[src/rtl/pru_pkg.sv]
// shared constants, types and the paeth helper for the png rgba8 unfilter block
// no dependencies; used by every other file of the block except pru_if
package pru_pkg;

    // line store geometry
    localparam int MAX_ROW_PIXELS = 4096;
    localparam int CHANNELS       = 4;
    localparam int COL_W          = $clog2(MAX_ROW_PIXELS);
    localparam int WIDTH_W        = 13;
    localparam int PIXEL_W        = 8 * CHANNELS;

    // configuration port
    localparam int APB_ADDR_W     = 3;
    localparam int APB_DATA_W     = 32;
    localparam logic REG_ROW_WIDTH = 1'b0;

    // filter type codes
    localparam logic [2:0] FILT_NONE    = 3'd0;
    localparam logic [2:0] FILT_SUB     = 3'd1;
    localparam logic [2:0] FILT_UP      = 3'd2;
    localparam logic [2:0] FILT_AVERAGE = 3'd3;
    localparam logic [2:0] FILT_PAETH   = 3'd4;

    typedef logic [COL_W-1:0]   t_col;
    typedef logic [PIXEL_W-1:0] t_pixel;

    // line store read request
    typedef struct packed {
        logic en;
        t_col addr;
    } t_ls_rd;

    // line store write request
    typedef struct packed {
        logic   en;
        t_col   addr;
        t_pixel data;
    } t_ls_wr;

    // paeth chooser on one channel: a left, b above, c upper-left
    function automatic logic [7:0] paeth(input logic [7:0] a, input logic [7:0] b,
                                         input logic [7:0] c);
        logic [9:0] pa;
        logic [9:0] pb;
        logic [9:0] pc;
        logic [9:0] ab;
        logic [9:0] cc;
        pa = (b > c) ? {2'b00, b - c} : {2'b00, c - b};
        pb = (a > c) ? {2'b00, a - c} : {2'b00, c - a};
        ab = {2'b00, a} + {2'b00, b};
        cc = {1'b0, c, 1'b0};
        pc = (ab > cc) ? ab - cc : cc - ab;
        if (pa <= pb && pa <= pc) begin
            return a;
        end else if (pb <= pc) begin
            return b;
        end else begin
            return c;
        end
    endfunction

endpackage

[src/rtl/pru_predict.sv]
// per-channel predictor and modulo-256 add for one rgba pixel
// depends on pru_pkg for filter codes and the paeth function
module pru_predict (
    input  logic [2:0]      i_filt,
    input  pru_pkg::t_pixel i_raw,
    input  pru_pkg::t_pixel i_left,
    input  pru_pkg::t_pixel i_above,
    input  pru_pkg::t_pixel i_upleft,
    output pru_pkg::t_pixel o_result
);

    // one lane per channel
    always_comb begin
        logic [7:0] a;
        logic [7:0] b;
        logic [7:0] c;
        logic [7:0] pred;
        logic [8:0] sum;
        o_result = '0;
        for (int ch = 0; ch < pru_pkg::CHANNELS; ch++) begin
            a   = i_left[8*ch +: 8];
            b   = i_above[8*ch +: 8];
            c   = i_upleft[8*ch +: 8];
            sum = {1'b0, a} + {1'b0, b};
            unique case (i_filt)
                pru_pkg::FILT_SUB:     pred = a;
                pru_pkg::FILT_UP:      pred = b;
                pru_pkg::FILT_AVERAGE: pred = sum[8:1];
                pru_pkg::FILT_PAETH:   pred = pru_pkg::paeth(a, b, c);
                default:               pred = 8'd0;
            endcase
            o_result[8*ch +: 8] = i_raw[8*ch +: 8] + pred;
        end
    end

endmodule

[config.mk]
export PLATFORM = sky130hd
export DESIGN_NAME = pru_predict
export DESIGN_NICKNAME = d
export VERILOG_FILES = /design/src/rtl/pru_pkg.sv /design/src/rtl/pru_predict.sv
export SDC_FILE = /design/constraint.sdc
export NUM_CORES = 1
export LEC_CHECK = 0
export ABC_AREA = 1
export BUFFER_PORTS_ARGS = -buffer_cell sky130_fd_sc_hd__buf_2
export CAP_MARGIN = 20
export CORE_UTILIZATION = 40
export DETAILED_ROUTE_END_ITERATION = 16
export PLACE_DENSITY = 0.62
export SYNTH_ARGS = -nofsm -noshare
export SYNTH_HDL_FRONTEND = slang
export SYNTH_SLANG_ARGS = --single-unit
[constraint.sdc]
create_clock -name vclk -period 6.93
set_input_delay 0.3465 -clock vclk [all_inputs]
set_output_delay 0.3465 -clock vclk [all_outputs]
set_load 0.1 [all_outputs]
==> impl_metrics.csv <==
group,metric,value,unit
sta,post-route-min-period,6.94,ns
sta,layout_setup_ws,-0.0122,ns
global_route,wire_length_of_the_first_global_routing_pass,78500,um
yosys,synth_cell_type_count,58,
flow_run,drv.max_cap_violation_count,0,
finish,fill_cells,3460,
yosys,synth_cell_area,0.0142,sq mm
sta,achievable-frequency,0.144,GHz
sta,final_hold_viol_count,0,
yosys,syn_avg_cell_area,6.29,sq um
min_path,hold_start,"i_raw[30]",
die,initial_util,40.9,%
routing,routed_via_density,5.29,
critical_path,cp_data_required_time,6.58,ns
place,dpl_cell_area,0.0172,sq mm
run_status,failed_checks,"negative setup slack",
yosys,synth_sequential_area_ratio,0,%
finish,clock_buffers,0,
yosys,yosys-mux-area-fraction,0.853,%
pwr,p_leak,0.0105,uW
sta,rsz_0062_raised_after_global_routing,"yes",
finish,finalCoreUtilization,54.2,%
yosys,synth.yosys.warnings,0,
sta,slew_violations,0,
sta,report.final.setup_viol,1,
finish,sequential_cell_area,0,sq um
routing,drc,0,
place,numPortBuffers,163,
die,die_h,191,um
routing,routedWlPerCell,16.4,um
global_route,pin_count_of_the_biggest_net_entering_global_routing,33,
yosys,post_synth_inst_count,2260,
place,dp_hpwl,42500,um
sta,final_min_period_over_clock_period,100,%
yosys,synth_largest_type_area_fraction,29.0,%
critical_path,worstSetupPathType,"in -> out",
yosys,combinational_family_with_the_most_area_after_synthesis,"adder cells",
finish,design.final.nets,3112,
routing,detail_route.first_pass.iterations,5,
yosys,synth_largest_area_cell,"ha_1",
global_route,leftover_overflow_at_the_end_of_global_routing,0,
routing,drt_iter0_drc,934,
sta,worst_pin_slew,0.638,ns
critical_path,critical_path.startpoint_type,"input port",
die,dieArea,0.0363,sq mm
finish,area.growth.synth_to_final,32.6,%
die,placeable_core_region,0.0348,sq mm
min_path,whs_endpoint,"o_result[30]",
die,die_width,191,um
yosys,synth-compound-area-share,19.3,%
min_path,worstHoldPathType,"in -> out",
critical_path,critPathArrivalTime,6.60,ns
yosys,synth_nets,2753,
finish,n_sequential_cell,0,
pwr,cellPowerDensity,262,mW/mm^2
critical_path,critPathMaxStageDelay,0.38,ns
global_route,grt_pass1_vias,15700,
finish,layout_common_cells,"nand2_1, inv_1, ha_1",
place,gp_routability_congestion,0.970,
finish,final_common_cell,"nand2_1",
critical_path,cp_slowest_cell,"fa_2",
yosys,synth_xor_area_share,6.83,%
pwr,vdd_ir_drop_max,367,uV
global_route,groute.usage.overall,26.6,%
min_path,hold-path-cell-count,4,
yosys,simple_gate_area_share_of_the_yosys_netlist,26.1,%
sta,max_slew_margin,57.4,%
critical_path,end_kind,"output pin",
yosys,synth.top_cells.by_area,"ha_1, nand2_1, inv_1, a21oi_1, xor2_1",
die,pin_count,163,
die,rows,68,
finish,final_layout_size_suffix_gt1_share,25.6,%
yosys,synthAdderAreaFrac,33.5,%
routing,route.vias.total,16300,
global_route,grt_antenna_before_repair,0,
critical_path,path_max_fanout,6,
routing,drtAntennaViolNets,0,
routing,route.final.wire_length,50300,um
run_status,status,"finished, violations left",
finish,final_cell_area,0.0189,sq mm
finish,n_antenna_cell,0,
==> cells by family after synthesis <==
| group | Yosys count |
|---|---|
| multiplexers | 12 |
| XOR/XNOR | 110 |
| adder cells (fa/ha/maj) | 362 |
| buffers and inverters | 488 |
| AO/OA/AOI/OAI | 456 |
| AND/OR/NAND/NOR | 832 |
==> cell usage after synthesis (all sizes together) (2+ instances only) <==
cell type,count
nand2,563
inv,458
ha,330
a21oi,187
nand3,145
o21ai,114
xor2,85
nor2,64
o211ai,41
nand4,33
o22ai,33
fa,32
xnor2,25
buf,18
a21o,17
o21bai,17
o221ai,14
mux2i,11
nor3,11
clkbuf,9
a31oi,7
and2,7
a221oi,5
o21a,5
a211oi,4
o2111ai,4
or2,4
a21boi,3
nand3b,3
clkinv,2
o31ai,2
==> per-layer routing <==
layer / vias to the layer above / track usage (%) / wire length [um]
met5: - / 0 / 0
met4: 0 / 6.80 / 1440
met3: 101 / 2.71 / 3140
met2: 597 / 44.7 / 23000
met1: 7446 / 36.0 / 22700
li1: 8113 / - / -
==> critical path, delay by kind of cell <==
family                     cells  cell delay, ns
and+or+nand+nor               18            1.80
AOI/OAI and AO/OA              9            1.49
adders and majority gates      5            1.44
buffers and inverters          9            0.75
xor gates and xnor gates       3            0.52
muxes                          1            0.22
==> per-stage QoR <==
step / total power [uW] / setup TNS [ns] / setup WS (ns) / cells / hold WS, ns
5_1_grt: 5410 / -1.57 / -0.366 / 3072 / 1.23
3_3_place_gp: 4260 / -1.47 / -0.411 / 3019 / 1.22
6_report: 4950 / -0.0122 / -0.0122 / 3072 / 1.20
2_1_floorplan: 2920 / -0.244 / -0.0878 / 2260 / 1.21
4_1_cts: 4480 / 0 / 0.00256 / 3029 / 1.22
3_5_place_dp: 4330 / -2.27 / -0.510 / 3019 / 1.21
==> layout make-up <==
cell class         instances  area (sq um)  share of cell area, %
inverters                460          1750                   9.28
well taps                455           569                   3.02
repair buffers           385          2990                   15.9
multi-input cells       1772         13600                   71.8
==> how the worst max path moves through the flow <==
| stage | to | from | slack, ns |
|---|---|---|---|
| after floorplan | o_result[14] | i_left[8] | -0.09 |
| after global placement | o_result[31] | i_left[26] | -0.41 |
| after detailed placement | o_result[31] | i_left[26] | -0.51 |
| after CTS | o_result[31] | i_left[26] | 0.003 |
| after global routing | o_result[31] | i_above[26] | -0.37 |
| final | o_result[31] | i_above[24] | -0.01 |
==> report_power, final <==
part	leakage, uW	total, uW	switching [uW]	internal (uW)
Combinational	0.0105	4950	2930	2020
Sequential	0	0	0	0
Clock	0	0	0	0
Total	0.0105	4950	2930	2020
==> what timing repair did <==
item	in CTS	in global routing
hold buffers	0	0
pin swaps	27	161
endpoints found under the setup margin	9	22
gates resized for setup	58	214
buffers inserted	10	43
gates cloned	0	0
(Power assumes the default switching activity.)
